### src/design/fan_heading_generator_top_defines.svh
// Assertion helpers used by the RTL.
`ifndef FAN_HEADING_GENERATOR_TOP_DEFINES_SVH
`define FAN_HEADING_GENERATOR_TOP_DEFINES_SVH

// Property checked on every rising clock edge outside reset.
`define FHG_ASSERT(lbl, prop, msg) \
  lbl: assert property (@(posedge clk) disable iff (!rst_n) (prop)) else $error(msg);

// Implication checked on every rising clock edge outside reset.
`define FHG_ASSERT_IMP(lbl, pre, post, msg) \
  lbl: assert property (@(posedge clk) disable iff (!rst_n) (pre) |-> (post)) else $error(msg);

`endif

### src/design/fhg_pkg.sv
package fhg_pkg;

  localparam int TURN_COARSE = 92160;
  localparam int TURN_FINE = 23592960;
  localparam int QUARTER_FINE = 5898240;
  localparam int HALF_FINE = 11796480;
  localparam int GAIN_Q30 = 652032874;

  localparam int MAX_HEADINGS_DEF = 32;
  localparam int CORDIC_STEPS_DEF = 16;

  localparam int DW = 34;  // divider operand width
  localparam int NW = 34;  // offset numerator width
  localparam int AW = 28;  // fine angle width, signed
  localparam int XW = 34;  // CORDIC x/y width, signed
  localparam int QDEPTH = 4;

  localparam logic [1:0] REG_COUNT = 2'd0;
  localparam logic [1:0] REG_SPIN = 2'd1;
  localparam logic [1:0] REG_ARC = 2'd2;
  localparam logic [1:0] REG_AIM = 2'd3;

  typedef struct packed {
    logic [15:0] volley_number;
    logic signed [15:0] target_dx;
    logic signed [15:0] target_dy;
  } in_word_t;

  typedef struct packed {
    logic signed [15:0] heading_x;
    logic signed [15:0] heading_y;
    logic last_heading;
  } out_word_t;

  typedef struct packed {
    logic [5:0] count;
    logic signed [17:0] spin;
    logic signed [17:0] arc;
    logic aim;
  } cfg_t;

  typedef struct packed {
    logic signed [AW-1:0] angle;
    logic last;
  } qent_t;

  typedef enum logic [3:0] {
    FS_IDLE, FS_MUL, FS_MOD, FS_MODW, FS_ATAN, FS_NUM, FS_DIV, FS_DIVW, FS_PUSH
  } front_state_t;

  typedef enum logic [1:0] {
    BS_IDLE, BS_RED, BS_ROT, BS_OUT
  } back_state_t;

  // arctan(2^-i) in 1/65536 degree
  function automatic logic [21:0] atan_fine(input logic [4:0] i);
    logic [21:0] v;
    unique case (i)
      5'd0: v = 22'd2949120;
      5'd1: v = 22'd1740967;
      5'd2: v = 22'd919879;
      5'd3: v = 22'd466945;
      5'd4: v = 22'd234379;
      5'd5: v = 22'd117304;
      5'd6: v = 22'd58666;
      5'd7: v = 22'd29335;
      5'd8: v = 22'd14668;
      5'd9: v = 22'd7334;
      5'd10: v = 22'd3667;
      5'd11: v = 22'd1833;
      5'd12: v = 22'd917;
      5'd13: v = 22'd458;
      5'd14: v = 22'd229;
      5'd15: v = 22'd115;
      5'd16: v = 22'd57;
      5'd17: v = 22'd29;
      5'd18: v = 22'd14;
      5'd19: v = 22'd7;
      5'd20: v = 22'd4;
      5'd21: v = 22'd2;
      5'd22: v = 22'd1;
      default: v = 22'd0;
    endcase
    return v;
  endfunction

endpackage

### src/design/fhg_div.sv
module fhg_div import fhg_pkg::*; #(
  parameter int W = DW
) (
  input  logic         clk,
  input  logic         rst_n,
  input  logic         start,
  input  logic [W-1:0] dvd,
  input  logic [W-1:0] dvs,
  output logic         done,
  output logic [W-1:0] quot,
  output logic [W-1:0] rem
);

  localparam int CNW = $clog2(W);

  logic           busy_r, busy_nxt;
  logic           done_r, done_nxt;
  logic [CNW-1:0] cnt_r, cnt_nxt;
  logic [W:0]     rem_r, rem_nxt;
  logic [W-1:0]   quot_r, quot_nxt;
  logic [W-1:0]   dvs_r, dvs_nxt;
  logic [W:0]     trial;

  always_ff @(posedge clk) begin
    if (!rst_n) begin
      busy_r <= 1'b0;
      done_r <= 1'b0;
      cnt_r  <= '0;
    end else begin
      busy_r <= busy_nxt;
      done_r <= done_nxt;
      cnt_r  <= cnt_nxt;
    end
    rem_r  <= rem_nxt;
    quot_r <= quot_nxt;
    dvs_r  <= dvs_nxt;
  end

  // restoring division, one quotient bit per cycle
  always_comb begin
    busy_nxt = busy_r;
    done_nxt = 1'b0;
    cnt_nxt  = cnt_r;
    rem_nxt  = rem_r;
    quot_nxt = quot_r;
    dvs_nxt  = dvs_r;
    trial    = {rem_r[W-1:0], quot_r[W-1]};
    if (start) begin
      busy_nxt = 1'b1;
      cnt_nxt  = '0;
      rem_nxt  = '0;
      quot_nxt = dvd;
      dvs_nxt  = dvs;
    end else if (busy_r) begin
      if (trial >= {1'b0, dvs_r}) begin
        rem_nxt  = trial - {1'b0, dvs_r};
        quot_nxt = {quot_r[W-2:0], 1'b1};
      end else begin
        rem_nxt  = trial;
        quot_nxt = {quot_r[W-2:0], 1'b0};
      end
      cnt_nxt = cnt_r + 1'b1;
      if (cnt_r == CNW'(W - 1)) begin
        busy_nxt = 1'b0;
        done_nxt = 1'b1;
      end
    end
  end

  assign done = done_r;
  assign quot = quot_r;
  assign rem  = rem_r[W-1:0];

endmodule

### src/design/fhg_front.sv
module fhg_front import fhg_pkg::*; #(
  parameter int MAX_HEADINGS = MAX_HEADINGS_DEF,
  parameter int CORDIC_STEPS = CORDIC_STEPS_DEF
) (
  input  logic     clk,
  input  logic     rst_n,
  input  logic     start,
  input  in_word_t in_data,
  input  cfg_t     cfg,
  output logic     busy,
  input  logic     q_full,
  output logic     q_push,
  output qent_t    q_data
);

  localparam int CW = $clog2(MAX_HEADINGS + 1);
  localparam int SW = $clog2(CORDIC_STEPS);
  localparam int MW = CW + 2;
  // full turn is 45 * 2^11: low 11 bits pass, the rest is reduced mod 45
  localparam logic [22:0] RECIP45 = 23'd5965233;  // ceil(2^28 / 45)

  front_state_t state_r, state_nxt;
  logic [15:0]  vol_r, vol_nxt;
  logic signed [15:0] dx_r, dx_nxt, dy_r, dy_nxt;
  logic signed [17:0] spin_r, spin_nxt, arc_r, arc_nxt;
  logic [CW-1:0] c_r, c_nxt, d_r, d_nxt, k_r, k_nxt;
  logic signed [35:0] prod_r, prod_nxt;
  logic [16:0] mq_r, mq_nxt;
  logic signed [AW-1:0] base_r, base_nxt, cz_r, cz_nxt, off_r, off_nxt;
  logic signed [XW-1:0] cx_r, cx_nxt, cy_r, cy_nxt;
  logic [SW-1:0] it_r, it_nxt;
  logic signed [NW-1:0] num_r, num_nxt;

  logic          div_start, div_done;
  logic [DW-1:0] div_dvd, div_dvs, div_q, div_rem;

  logic [CW-1:0] cn;
  logic signed [17:0] spin_s, arc_s;
  logic signed [XW-1:0] xs, ys, x0;
  logic signed [AW-1:0] at;
  logic [32:0] aprod;
  logic [21:0] ahi, m45;
  logic [44:0] mprod;
  logic [5:0]  r45;
  logic [16:0] mrm, mr;
  logic signed [MW-1:0] mk;
  logic signed [25:0] arcf;
  logic signed [DW:0] qs;

  fhg_div #(.W(DW)) u_div (
    .clk(clk), .rst_n(rst_n), .start(div_start), .dvd(div_dvd), .dvs(div_dvs),
    .done(div_done), .quot(div_q), .rem(div_rem)
  );

  always_ff @(posedge clk) begin
    if (!rst_n) begin
      state_r <= FS_IDLE;
    end else begin
      state_r <= state_nxt;
    end
    vol_r  <= vol_nxt;
    dx_r   <= dx_nxt;
    dy_r   <= dy_nxt;
    spin_r <= spin_nxt;
    arc_r  <= arc_nxt;
    c_r    <= c_nxt;
    d_r    <= d_nxt;
    k_r    <= k_nxt;
    prod_r <= prod_nxt;
    mq_r   <= mq_nxt;
    base_r <= base_nxt;
    cx_r   <= cx_nxt;
    cy_r   <= cy_nxt;
    cz_r   <= cz_nxt;
    it_r   <= it_nxt;
    num_r  <= num_nxt;
    off_r  <= off_nxt;
  end

  always_comb begin
    state_nxt = state_r;
    vol_nxt = vol_r;  dx_nxt = dx_r;  dy_nxt = dy_r;
    spin_nxt = spin_r; arc_nxt = arc_r;
    c_nxt = c_r;  d_nxt = d_r;  k_nxt = k_r;
    prod_nxt = prod_r; mq_nxt = mq_r; base_nxt = base_r;
    cx_nxt = cx_r; cy_nxt = cy_r; cz_nxt = cz_r; it_nxt = it_r;
    num_nxt = num_r; off_nxt = off_r;
    div_start = 1'b0;
    div_dvd = '0;
    div_dvs = '0;
    q_push = 1'b0;
    q_data.angle = base_r + off_r;
    q_data.last = (k_r == c_r - 1'b1);

    cn = (8'(cfg.count) > 8'(MAX_HEADINGS)) ? CW'(MAX_HEADINGS) : CW'(cfg.count);
    spin_s = (cfg.spin > 18'sd92160) ? 18'sd92160 :
             (cfg.spin < -18'sd92160) ? -18'sd92160 : cfg.spin;
    arc_s = (cfg.arc > 18'sd92160) ? 18'sd92160 :
            (cfg.arc < -18'sd92160) ? -18'sd92160 : cfg.arc;

    xs = cx_r >>> it_r;
    ys = cy_r >>> it_r;
    at = $signed(AW'(atan_fine(5'(it_r))));
    // |spin * volley| stays below 2^33
    aprod = prod_r[35] ? 33'(-prod_r) : 33'(prod_r);
    ahi = aprod[32:11];
    mprod = {23'b0, ahi} * {22'b0, RECIP45};
    m45 = {5'b0, mq_r} * 22'd45;
    r45 = 6'(ahi - m45);
    mrm = {r45, aprod[10:0]};
    mr = (prod_r[35] && mrm != 17'd0) ? 17'(TURN_COARSE) - mrm : mrm;
    x0 = $signed(XW'(dx_r)) <<< 14;
    mk = $signed({1'b0, k_r, 1'b0}) - $signed({2'b0, c_r}) + MW'(1);
    arcf = {arc_r, 8'b0};
    qs = $signed({1'b0, div_q});
    if (num_r[NW-1]) begin
      qs = (div_rem != '0) ? -qs - 1'b1 : -qs;
    end

    unique case (state_r)
      FS_IDLE: begin
        if (start) begin
          vol_nxt = in_data.volley_number;
          dx_nxt = in_data.target_dx;
          dy_nxt = in_data.target_dy;
          spin_nxt = spin_s;
          arc_nxt = arc_s;
          c_nxt = cn;
          k_nxt = '0;
          if (cn < CW'(2)) begin
            d_nxt = '0;
          end else if (arc_s == 18'sd92160 || arc_s == -18'sd92160) begin
            d_nxt = cn;
          end else begin
            d_nxt = cn - 1'b1;
          end
          // nothing to emit: drop the word
          if (cn != '0 && !(cfg.aim && in_data.target_dx == '0 &&
                            in_data.target_dy == '0)) begin
            state_nxt = FS_MUL;
          end
        end
      end
      FS_MUL: begin
        prod_nxt = 36'(spin_r) * 36'($signed({1'b0, vol_r}));
        state_nxt = FS_MOD;
      end
      FS_MOD: begin
        // quotient of the upper bits by 45
        mq_nxt = mprod[44:28];
        state_nxt = FS_MODW;
      end
      FS_MODW: begin
        base_nxt = $signed(AW'({mr, 8'b0}));
        it_nxt = '0;
        cx_nxt = dx_r[15] ? -x0 : x0;
        cy_nxt = dx_r[15] ? -($signed(XW'(dy_r)) <<< 14) : ($signed(XW'(dy_r)) <<< 14);
        cz_nxt = dx_r[15] ? AW'(HALF_FINE) : '0;
        state_nxt = cfg.aim ? FS_ATAN : FS_NUM;
      end
      FS_ATAN: begin
        // vectoring: drive y to zero, z collects the angle
        if (cy_r > 0) begin
          cx_nxt = cx_r + ys;
          cy_nxt = cy_r - xs;
          cz_nxt = cz_r + at;
        end else begin
          cx_nxt = cx_r - ys;
          cy_nxt = cy_r + xs;
          cz_nxt = cz_r - at;
        end
        it_nxt = it_r + 1'b1;
        if (it_r == SW'(CORDIC_STEPS - 1)) begin
          base_nxt = base_r + cz_nxt;
          state_nxt = FS_NUM;
        end
      end
      FS_NUM: begin
        if (d_r == '0) begin
          off_nxt = '0;
          state_nxt = FS_PUSH;
        end else begin
          num_nxt = NW'(arcf) * NW'(mk) + NW'($signed({1'b0, d_r}));
          state_nxt = FS_DIV;
        end
      end
      FS_DIV: begin
        div_start = 1'b1;
        div_dvd = num_r[NW-1] ? DW'(-num_r) : DW'(num_r);
        div_dvs = DW'({d_r, 1'b0});
        state_nxt = FS_DIVW;
      end
      FS_DIVW: begin
        if (div_done) begin
          off_nxt = AW'(qs);
          state_nxt = FS_PUSH;
        end
      end
      FS_PUSH: begin
        if (!q_full) begin
          q_push = 1'b1;
          k_nxt = k_r + 1'b1;
          state_nxt = q_data.last ? FS_IDLE : FS_NUM;
        end
      end
      default: state_nxt = FS_IDLE;
    endcase
  end

  assign busy = (state_r != FS_IDLE);

endmodule

### src/design/fhg_queue.sv
`include "fan_heading_generator_top_defines.svh"

module fhg_queue import fhg_pkg::*; (
  input  logic  clk,
  input  logic  rst_n,
  input  logic  push,
  input  qent_t push_data,
  input  logic  pop,
  output qent_t pop_data,
  output logic  full,
  output logic  empty
);

  localparam int PW = $clog2(QDEPTH);

  qent_t         mem_r [QDEPTH];
  logic [PW-1:0] wp_r, wp_nxt, rp_r, rp_nxt;
  logic [PW:0]   cnt_r, cnt_nxt;

  always_ff @(posedge clk) begin
    if (!rst_n) begin
      wp_r  <= '0;
      rp_r  <= '0;
      cnt_r <= '0;
    end else begin
      wp_r  <= wp_nxt;
      rp_r  <= rp_nxt;
      cnt_r <= cnt_nxt;
    end
    if (push) begin
      mem_r[wp_r] <= push_data;
    end
  end

  always_comb begin
    wp_nxt  = push ? wp_r + 1'b1 : wp_r;
    rp_nxt  = pop ? rp_r + 1'b1 : rp_r;
    cnt_nxt = cnt_r + (PW+1)'(push) - (PW+1)'(pop);
  end

  assign pop_data = mem_r[rp_r];
  assign full  = (cnt_r == (PW+1)'(QDEPTH));
  assign empty = (cnt_r == '0);

  `FHG_ASSERT(a_cnt_bound, cnt_r <= (PW+1)'(QDEPTH), "queue count past depth")
  `FHG_ASSERT_IMP(a_no_overflow, full, !push, "push into full queue")
  `FHG_ASSERT_IMP(a_no_underflow, empty, !pop, "pop from empty queue")

endmodule

### src/design/fhg_back.sv
module fhg_back import fhg_pkg::*; #(
  parameter int CORDIC_STEPS = CORDIC_STEPS_DEF
) (
  input  logic      clk,
  input  logic      rst_n,
  input  logic      q_empty,
  input  qent_t     q_data,
  output logic      q_pop,
  output logic      out_valid,
  output out_word_t out_data
);

  localparam int SW = $clog2(CORDIC_STEPS);

  back_state_t state_r, state_nxt;
  logic signed [AW-1:0] a_r, a_nxt, z_r, z_nxt;
  logic signed [XW-1:0] x_r, x_nxt, y_r, y_nxt;
  logic [SW-1:0] it_r, it_nxt;
  logic neg_r, neg_nxt, last_r, last_nxt;
  logic vld_r, vld_nxt;
  out_word_t od_r, od_nxt;

  logic signed [XW-1:0] xs, ys, rx, ry;
  logic signed [AW-1:0] at;
  logic signed [15:0] cq, sq;

  always_ff @(posedge clk) begin
    if (!rst_n) begin
      state_r <= BS_IDLE;
      vld_r   <= 1'b0;
    end else begin
      state_r <= state_nxt;
      vld_r   <= vld_nxt;
    end
    a_r    <= a_nxt;
    z_r    <= z_nxt;
    x_r    <= x_nxt;
    y_r    <= y_nxt;
    it_r   <= it_nxt;
    neg_r  <= neg_nxt;
    last_r <= last_nxt;
    od_r   <= od_nxt;
  end

  always_comb begin
    state_nxt = state_r;
    a_nxt = a_r; z_nxt = z_r; x_nxt = x_r; y_nxt = y_r; it_nxt = it_r;
    neg_nxt = neg_r; last_nxt = last_r;
    vld_nxt = 1'b0;
    od_nxt = od_r;
    q_pop = 1'b0;
    xs = x_r >>> it_r;
    ys = y_r >>> it_r;
    at = $signed(AW'(atan_fine(5'(it_r))));
    // round half up to Q2.14, clamp to +-1.0
    rx = (x_r + XW'(32768)) >>> 16;
    ry = (y_r + XW'(32768)) >>> 16;
    cq = (rx > XW'(16384)) ? 16'sd16384 : (rx < -XW'(16384)) ? -16'sd16384 : 16'(rx);
    sq = (ry > XW'(16384)) ? 16'sd16384 : (ry < -XW'(16384)) ? -16'sd16384 : 16'(ry);

    unique case (state_r)
      BS_IDLE: begin
        if (!q_empty) begin
          q_pop = 1'b1;
          a_nxt = q_data.angle;
          last_nxt = q_data.last;
          state_nxt = BS_RED;
        end
      end
      BS_RED: begin
        // one turn per cycle into [0, turn), then fold to +-90 degrees
        if (a_r < 0) begin
          a_nxt = a_r + AW'(TURN_FINE);
        end else if (a_r >= AW'(TURN_FINE)) begin
          a_nxt = a_r - AW'(TURN_FINE);
        end else begin
          if (a_r > AW'(QUARTER_FINE) && a_r < AW'(3 * QUARTER_FINE)) begin
            z_nxt = a_r - AW'(HALF_FINE);
            neg_nxt = 1'b1;
          end else if (a_r >= AW'(3 * QUARTER_FINE)) begin
            z_nxt = a_r - AW'(TURN_FINE);
            neg_nxt = 1'b0;
          end else begin
            z_nxt = a_r;
            neg_nxt = 1'b0;
          end
          x_nxt = XW'(GAIN_Q30);
          y_nxt = '0;
          it_nxt = '0;
          state_nxt = BS_ROT;
        end
      end
      BS_ROT: begin
        if (z_r >= 0) begin
          x_nxt = x_r - ys;
          y_nxt = y_r + xs;
          z_nxt = z_r - at;
        end else begin
          x_nxt = x_r + ys;
          y_nxt = y_r - xs;
          z_nxt = z_r + at;
        end
        it_nxt = it_r + 1'b1;
        if (it_r == SW'(CORDIC_STEPS - 1)) begin
          state_nxt = BS_OUT;
        end
      end
      BS_OUT: begin
        vld_nxt = 1'b1;
        od_nxt.heading_x = neg_r ? -cq : cq;
        od_nxt.heading_y = neg_r ? -sq : sq;
        od_nxt.last_heading = last_r;
        state_nxt = BS_IDLE;
      end
      default: state_nxt = BS_IDLE;
    endcase
  end

  assign out_valid = vld_r;
  assign out_data  = od_r;

endmodule

### src/design/fan_heading_generator_top.sv
// Channel   Ports                               Handshake
// input     start, busy, in_data                taken when start && !busy
// result    out_valid, out_data                 one-cycle strobe, no backpressure
// config    psel, penable, pwrite, paddr,       APB write on access phase,
//           pwdata, prdata, pready              pready tied high
//
// Front: the base angle takes a multiply, then a reduction by a full turn
// with a reciprocal multiply, plus a CORDIC vectoring pass if aimed; then
// each heading's offset is divided out on the serial divider (no division
// for a single heading). Back: a CORDIC rotation per heading on the
// rotation unit; a 4-deep queue lets the two overlap.
// busy stays high until the front has queued the last heading of a word.
// Reset is synchronous, active low; config registers come up at their
// reset values. Results cannot be stalled.
module fan_heading_generator_top import fhg_pkg::*; #(
  parameter int MAX_HEADINGS = MAX_HEADINGS_DEF,
  parameter int CORDIC_STEPS = CORDIC_STEPS_DEF
) (
  input  logic        clk,
  input  logic        rst_n,
  input  logic        start,
  output logic        busy,
  input  in_word_t    in_data,
  output logic        out_valid,
  output out_word_t   out_data,
  input  logic        psel,
  input  logic        penable,
  input  logic        pwrite,
  input  logic [3:0]  paddr,
  input  logic [31:0] pwdata,
  output logic [31:0] prdata,
  output logic        pready
);

  cfg_t  cfg_r, cfg_nxt;
  logic  q_push, q_pop, q_full, q_empty;
  qent_t q_in, q_out;
  logic  fr_start;

  always_ff @(posedge clk) begin
    if (!rst_n) begin
      cfg_r.count <= 6'd1;
      cfg_r.spin  <= '0;
      cfg_r.arc   <= '0;
      cfg_r.aim   <= 1'b0;
    end else begin
      cfg_r <= cfg_nxt;
    end
  end

  always_comb begin
    cfg_nxt = cfg_r;
    if (psel && penable && pwrite && pready) begin
      unique case (paddr[3:2])
        REG_COUNT: cfg_nxt.count = pwdata[5:0];
        REG_SPIN:  cfg_nxt.spin  = $signed(pwdata[17:0]);
        REG_ARC:   cfg_nxt.arc   = $signed(pwdata[17:0]);
        REG_AIM:   cfg_nxt.aim   = pwdata[0];
        default:   cfg_nxt = cfg_r;
      endcase
    end
    unique case (paddr[3:2])
      REG_COUNT: prdata = {26'b0, cfg_r.count};
      REG_SPIN:  prdata = 32'(cfg_r.spin);
      REG_ARC:   prdata = 32'(cfg_r.arc);
      REG_AIM:   prdata = {31'b0, cfg_r.aim};
      default:   prdata = '0;
    endcase
  end

  assign pready = 1'b1;
  assign fr_start = start && !busy;

  fhg_front #(.MAX_HEADINGS(MAX_HEADINGS), .CORDIC_STEPS(CORDIC_STEPS)) u_front (
    .clk(clk), .rst_n(rst_n), .start(fr_start), .in_data(in_data), .cfg(cfg_r),
    .busy(busy), .q_full(q_full), .q_push(q_push), .q_data(q_in)
  );

  fhg_queue u_queue (
    .clk(clk), .rst_n(rst_n), .push(q_push), .push_data(q_in), .pop(q_pop),
    .pop_data(q_out), .full(q_full), .empty(q_empty)
  );

  fhg_back #(.CORDIC_STEPS(CORDIC_STEPS)) u_back (
    .clk(clk), .rst_n(rst_n), .q_empty(q_empty), .q_data(q_out), .q_pop(q_pop),
    .out_valid(out_valid), .out_data(out_data)
  );

endmodule
### config.mk
export PLATFORM = sky130hd
export DESIGN_NAME = fan_heading_generator_top
export DESIGN_NICKNAME = d
export VERILOG_FILES = /design/src/design/fhg_pkg.sv /design/src/design/fhg_div.sv /design/src/design/fhg_front.sv /design/src/design/fhg_queue.sv /design/src/design/fhg_back.sv /design/src/design/fan_heading_generator_top.sv
export VERILOG_INCLUDE_DIRS = /design/src /design/src/design
export SDC_FILE = /design/constraint.sdc
export NUM_CORES = 2
export LEC_CHECK = 0
export BUFFER_PORTS_ARGS = -buffer_cell sky130_fd_sc_hd__clkbuf_2
export CORE_AREA = 2 2 354 356
export DETAILED_ROUTE_END_ITERATION = 8
export DIE_AREA = 0 0 356 358
export GPL_ROUTABILITY_DRIVEN = 0
export GPL_TIMING_DRIVEN = 0
export MAX_ROUTING_LAYER = met4
export PLACE_DENSITY_LB_ADDON = 0.08
export SETUP_SLACK_MARGIN = 0.2
export SLEW_MARGIN = 20
export SYNTH_ARGS = -nofsm -noshare
export SYNTH_HDL_FRONTEND = slang
export SYNTH_SLANG_ARGS = --single-unit
### constraint.sdc
create_clock -name clk -period 11 [get_ports clk]
set_clock_uncertainty 0.15 [all_clocks]
set_input_delay 2.2 -clock clk [delete_from_list [all_inputs] [get_ports clk]]
set_output_delay 2.2 -clock clk [all_outputs]
set_load 0.005 [all_outputs]
# == Word-level counts from Yosys, hierarchy flattened ==
# Memories as Yosys holds them, arrays and structs flattened. A register that Yosys moved wholly into a read port is not among the register bits.
# Index checks and enable logic that the tools add are counted.
# op_classes
addsub,43
mul,4
magnitude_cmp,18
n_eq_ne,32
shift,4
n_mux,93
bitwise_logic,6
n_reduce_logical,46
# ops
op,n
34-bit two-way mux,15
28-bit two-way mux,15
28-bit case mux with 2 select lines,5
34-bit case mux with 2 select lines,4
34-bit subtractor,5
34-bit adder,4
34-bit by 4-bit >>> shifter with 34-bit output,4
32-bit case mux with 4 select lines,1
16-bit two-way mux,6
34-bit by 17-bit adder with 34-bit output (second input constant),2
30-bit negator with 34-bit output,2
28-bit by 23-bit adder with 28-bit output,2
28-bit adder,2
28-bit by 26-bit greater-or-equal comparator with 1-bit output (second input constant),2
28-bit by 23-bit subtractor with 28-bit output,2
18-bit two-way mux,3
22-bit by 23-bit multiplier with 45-bit output (second input constant),1
4-bit two-way mux,10
18-bit == test (second input constant),2
18-bit by 16-bit > comparator with 1-bit output (second input constant),2
18-bit > comparator (second input constant),2
18-bit by 15-bit < comparator with 1-bit output (second input constant),2
18-bit < comparator (second input constant),2
4-bit case mux with 9 select lines,1
other kinds (72),150
# word_totals
reg_bits,674
mem_bits_rw,116
romBits,704
input_bits,90
output_inout_bits,68
elab_cells,294
n_memories,3
# memory_table
name,depth,width,rd,rd_clocked_by_memory_dff,wr,line,source
(name not given),16,22,1,1,0,fhg_pkg.sv:58,unique case (i)
(name not given),16,22,1,1,0,fhg_pkg.sv:58,
u_queue.mem_r,4,29,1,1,1,fhg_queue.sv:16,qent_t mem_r [QDEPTH];

# == Longest topological paths before layout ==
# logic_depth
word_depth,8
ltp_mapped,34

# == By module ==
# Synthesis repeated with hierarchy kept, for this count alone.
# hier_totals
hier_cells,9066
area_unflattened_um2,85552.1
# modules_own_cells
module,instances,cells_per_inst,area_per_inst_um2,seq_area_each_um2
fhg_front,1,5617,51765.9,10430.0
fhg_back,1,2373,20597.3,5395.2
fhg_div,1,665,6508.7,2882.8
fhg_queue,1,194,4635.7,3663.5
fan_heading_generator_top,1,217,2044.5,860.8

# == Worst setup path after synthesis ==
# No wires, ideal clock.
# synth_timing
path_type,register to register
from,register u_front.prod_r[10]
to,register u_front.mq_r[5] (data pin)
setup_ps,268
t_arrival_ps,8455
t_required_ps,10582
setup_slack_ps,2126
path_stages_with_launch,31
cell_sequence,edfxtp_1 -> or4_1 -> or4_1 -> or3_1 -> nor3_1 -> nand2_1 -> or3_1 -> o41ai_1 -> xnor2_1 -> xnor2_1 -> fa_1 -> inv_1 -> fa_1 -> fa_1 -> inv_1 -> fa_1 -> inv_1 -> fa_1 -> inv_1 -> fa_1 -> inv_1 -> ha_1 -> a21o_1 -> a21oi_1 -> o211ai_1 -> a22o_1 -> o21ai_0 -> nand2b_1 -> a21o_1 -> a211oi_1 -> xor2_1
# synth_between
elab_chain_len,3
# synth_rtl
item,line,source
"start, declared",fhg_front.sv:27,"logic signed [35:0] prod_r, prod_nxt;"
"start signal, assigned",fhg_front.sv:69,prod_r <= prod_nxt;
33-bit negator,fhg_front.sv:105,aprod = prod_r[35] ? 33'(-prod_r) : 33'(prod_r);
33-bit two-way mux,fhg_front.sv:105,
22-bit by 23-bit multiplier with 45-bit output,fhg_front.sv:107,"mprod = {23'b0, ahi} * {22'b0, RECIP45};"
via u_front.mprod[33],fhg_front.sv:43,logic [44:0] mprod;
"end signal, assigned",fhg_front.sv:70,mq_r <= mq_nxt;
"end, declared",fhg_front.sv:28,"logic [16:0] mq_r, mq_nxt;"
# The timed path passes the listed nets, and every way through them passes these cells.
# A chain may end at the register's enable or synchronous reset.

# == Worst setup path after layout ==
# Ends and elaborated chain as after synthesis.

==> results_dict.tcl <==
set metrics [dict create \
    synth_cell_type_count 96 \
    final_nets 9918 \
    regArea_um2 22400 \
    die_area_um2 127000 \
    antenna_found_initial 3 \
    drv_slew 0 \
    synth_top_family_by_area "adder cells" \
    track_usage_pct 34.9 \
    fillers 9566 \
    cp-end-kind "register" \
    initial_utilization_pct 64.9 \
    cp.required_ns 11.28 \
    cts_max_level 3 \
    yosysTopAreaCell "edfxtp_1" \
    synthAdderAreaFrac_pct 22.7 \
    fin_crit_ns 9.89 \
    synth_mux_area_share_pct 7.42 \
    wl_per_cell_um 20.8 \
    die_h_um 358 \
    cp_slowest_stage_delay_ns 0.63 \
    die_x_um 356 \
    synth_top_cells_by_area "edfxtp_1 24%, fa_1 13%, ha_1 9.3%" \
    synth-async-reset-ratio_pct 0 \
    hold_ws_ns 0.347 \
    cp_slowest_cell "or4_1" \
    synth_compound_area_share_pct 12.0 \
    synth_flop_cell "edfxtp_1" \
    drive_gt1_share_pct 7.44 \
    clk_pin_slew_ns 0.06 \
    dr.pass1.iters 8 \
    yosys.area_share.simple_pct 15.8 \
    hp-class "reg2reg" \
    core-area_um2 123000 \
    max_cap_viol_count 0 \
    via_count 64500 \
    yosysMostFrequentCell "inv_1" \
    status "finished with violations" \
    syn_area_per_cell_um2 9.47 \
    synthTopCellsByCount "891 x inv_1, 879 x nand2_1, 649 x edfxtp_1" \
    grt_pass1_wl_um 343000 \
    cp_common_cell "fa_1" \
    portBuffers 137 \
    clock-sinks 794 \
    finalCritPeriodShare_pct 89.9 \
    grt_max_degree 81 \
    antenna_left 0 \
    relSlewSlack_pct 17.9 \
    hold_buffers 0 \
    grt-ovfl-total 0 \
    post_cts_resized 0 \
    rsz0062_at_grt "false" \
    max_freq_mhz 101 \
    synth_nets 9676 \
    row_count 129 \
    cts_setup_buffers 0 \
    remaining_drc_errors 2 \
    synth_edf_count 649 \
    clockBufferDepth 3 \
    clk_latency_ns 0.72 \
    tightest_slew_ns 1.23 \
    cts_tree "done" \
    worstPathMaxFanout 5 \
    via_per_inst 6.19 \
    hold_viol 0 \
    multi_input_area_um2 52800 \
    violations "design-rule violations" \
    drt_iter0_markers 5611 \
    cp.arrival_ns 10.18 \
    yosysWarnings 0 \
    critPathKind "reg2reg" \
    setup_tns_ns 0 \
    synthCells 8454 \
    synth_area_um2 80000 \
    root_buffer "clkbuf_16" \
    syn_to_final_growth_pct 7.72 \
    seq_area_frac_synth_pct 28.0 \
    synth_xor_area_share_pct 7.90 \
    ys_seq_elements 794 \
    yosysTopAreaCellShare_pct 24.3 \
    grt_pass1_vias 64400 \
    critPathLaunchType "register" \
    pin_count 158 \
    wirelength_um 216000 \
    dp_hpwl_um 169000 \
    numCtsBuffers 90 \
    finalSetupViolCount 0 \
]
cell families (layout without fill, tap and decap cells):
logic type | Yosys count | after routing
compound gates | 1538 | 1538
xor+xnor | 719 | 719
fa+ha+maj | 1132 | 1132
buf+inv | 1257 | 1576
flops | 794 | 794
mux | 370 | 370
other cells | 1 | 5
simple gates | 2643 | 2643
flip-flops by register name, indices dropped and copies added, names as in the netlist, 16 cells and up, named ones only:
| signal | flops |
|---|---|
| cfg_r | 43 |
| u_back.a_r | 28 |
| u_back.at | 22 |
| u_back.out_data | 33 |
| u_back.x_r | 34 |
| u_back.y_r | 34 |
| u_back.z_r | 28 |
| u_front.arc_r | 18 |
| u_front.at | 22 |
| u_front.base_r | 28 |
| u_front.cx_r | 34 |
| u_front.cy_r | 34 |
| u_front.cz_r | 28 |
| u_front.dx_r | 16 |
| u_front.dy_r | 16 |
| u_front.num_r | 32 |
| u_front.off_r | 28 |
| u_front.prod_r | 34 |
| u_front.spin_r | 18 |
| u_front.u_div.quot | 34 |
| u_front.u_div.rem_r | 34 |
| u_front.vol_r | 16 |
| u_queue.mem_r | 116 |
layout by cell type, fill, tap and decap left out, drive strengths merged, types with 95 or more instances in the layout:
cell type  Yosys  routed
clkbuf       277     524
fa           538     538
a21oi        377     377
dfxtp        145     145
inv          895     904
nor3         141     141
ha           594     594
xor2         321     321
o21ai        451     451
xnor2        396     396
nand2        879     879
nor2b        151     151
and2         273     273
nor2         601     601
mux2i        135     135
edfxtp       649     649
buf           82      95
nand3        138     138
a21o         132     132
mux4         167     167
routing by layer:
layer  GRT usage, %  wire [µm]
met4           17.2      12100
met1           42.1      83300
met3           6.13      17800
met2           56.8     103000
met5              -          0
critical path: cells and delay by family, from the launching register on:
kind / cells / cell delay, ns
DFF: 1 / 0.46
AOI/OAI and AO/OA: 8 / 2.01
and+or+nand+nor: 7 / 2.39
adders and majority gates: 7 / 3.60
xor gates and xnor gates: 3 / 0.69
buffers and inverters: 5 / 0.30
through the flow:
step	util, %	cell area (µm²)	std cells	setup slack (ns)
finish	69.9	86200	10400	1.11
floorplan	-	80000	8454	2.13
detailed placement	67.4	83100	10200	1.21
global placement	67.1	82800	10200	1.36
global route	69.9	86200	10400	0.510
CTS	69.9	86200	10400	1.12
final timing paths:
| path | cells after the start | to | slack, ns | start |
|---|---|---|---|---|
| setup / recovery | 30 | u_front.mq_r[5] | 1.11 | u_front.prod_r[10] |
| hold / removal | 2 | cfg_r[6] | 0.35 | cfg_r[6] |
| setup reg to reg | 30 | u_front.mq_r[5] | 1.11 | u_front.prod_r[10] |
| hold reg to reg | 2 | cfg_r[6] | 0.35 | cfg_r[6] |
area by class of cell:
class	count	share of cell area, %
clock buffer	110	2.82
buffer	359	1.79
multi-input combinational	6403	61.3
tap	1637	2.38
antenna	4	0.0116
timing repair buffer	150	1.07
sequential	794	26.0
clock inverter	59	0.792
inverter	898	3.92
Power is not shown: default switching activity piles up to over one toggle a cycle in this logic, so the estimate is an artifact.
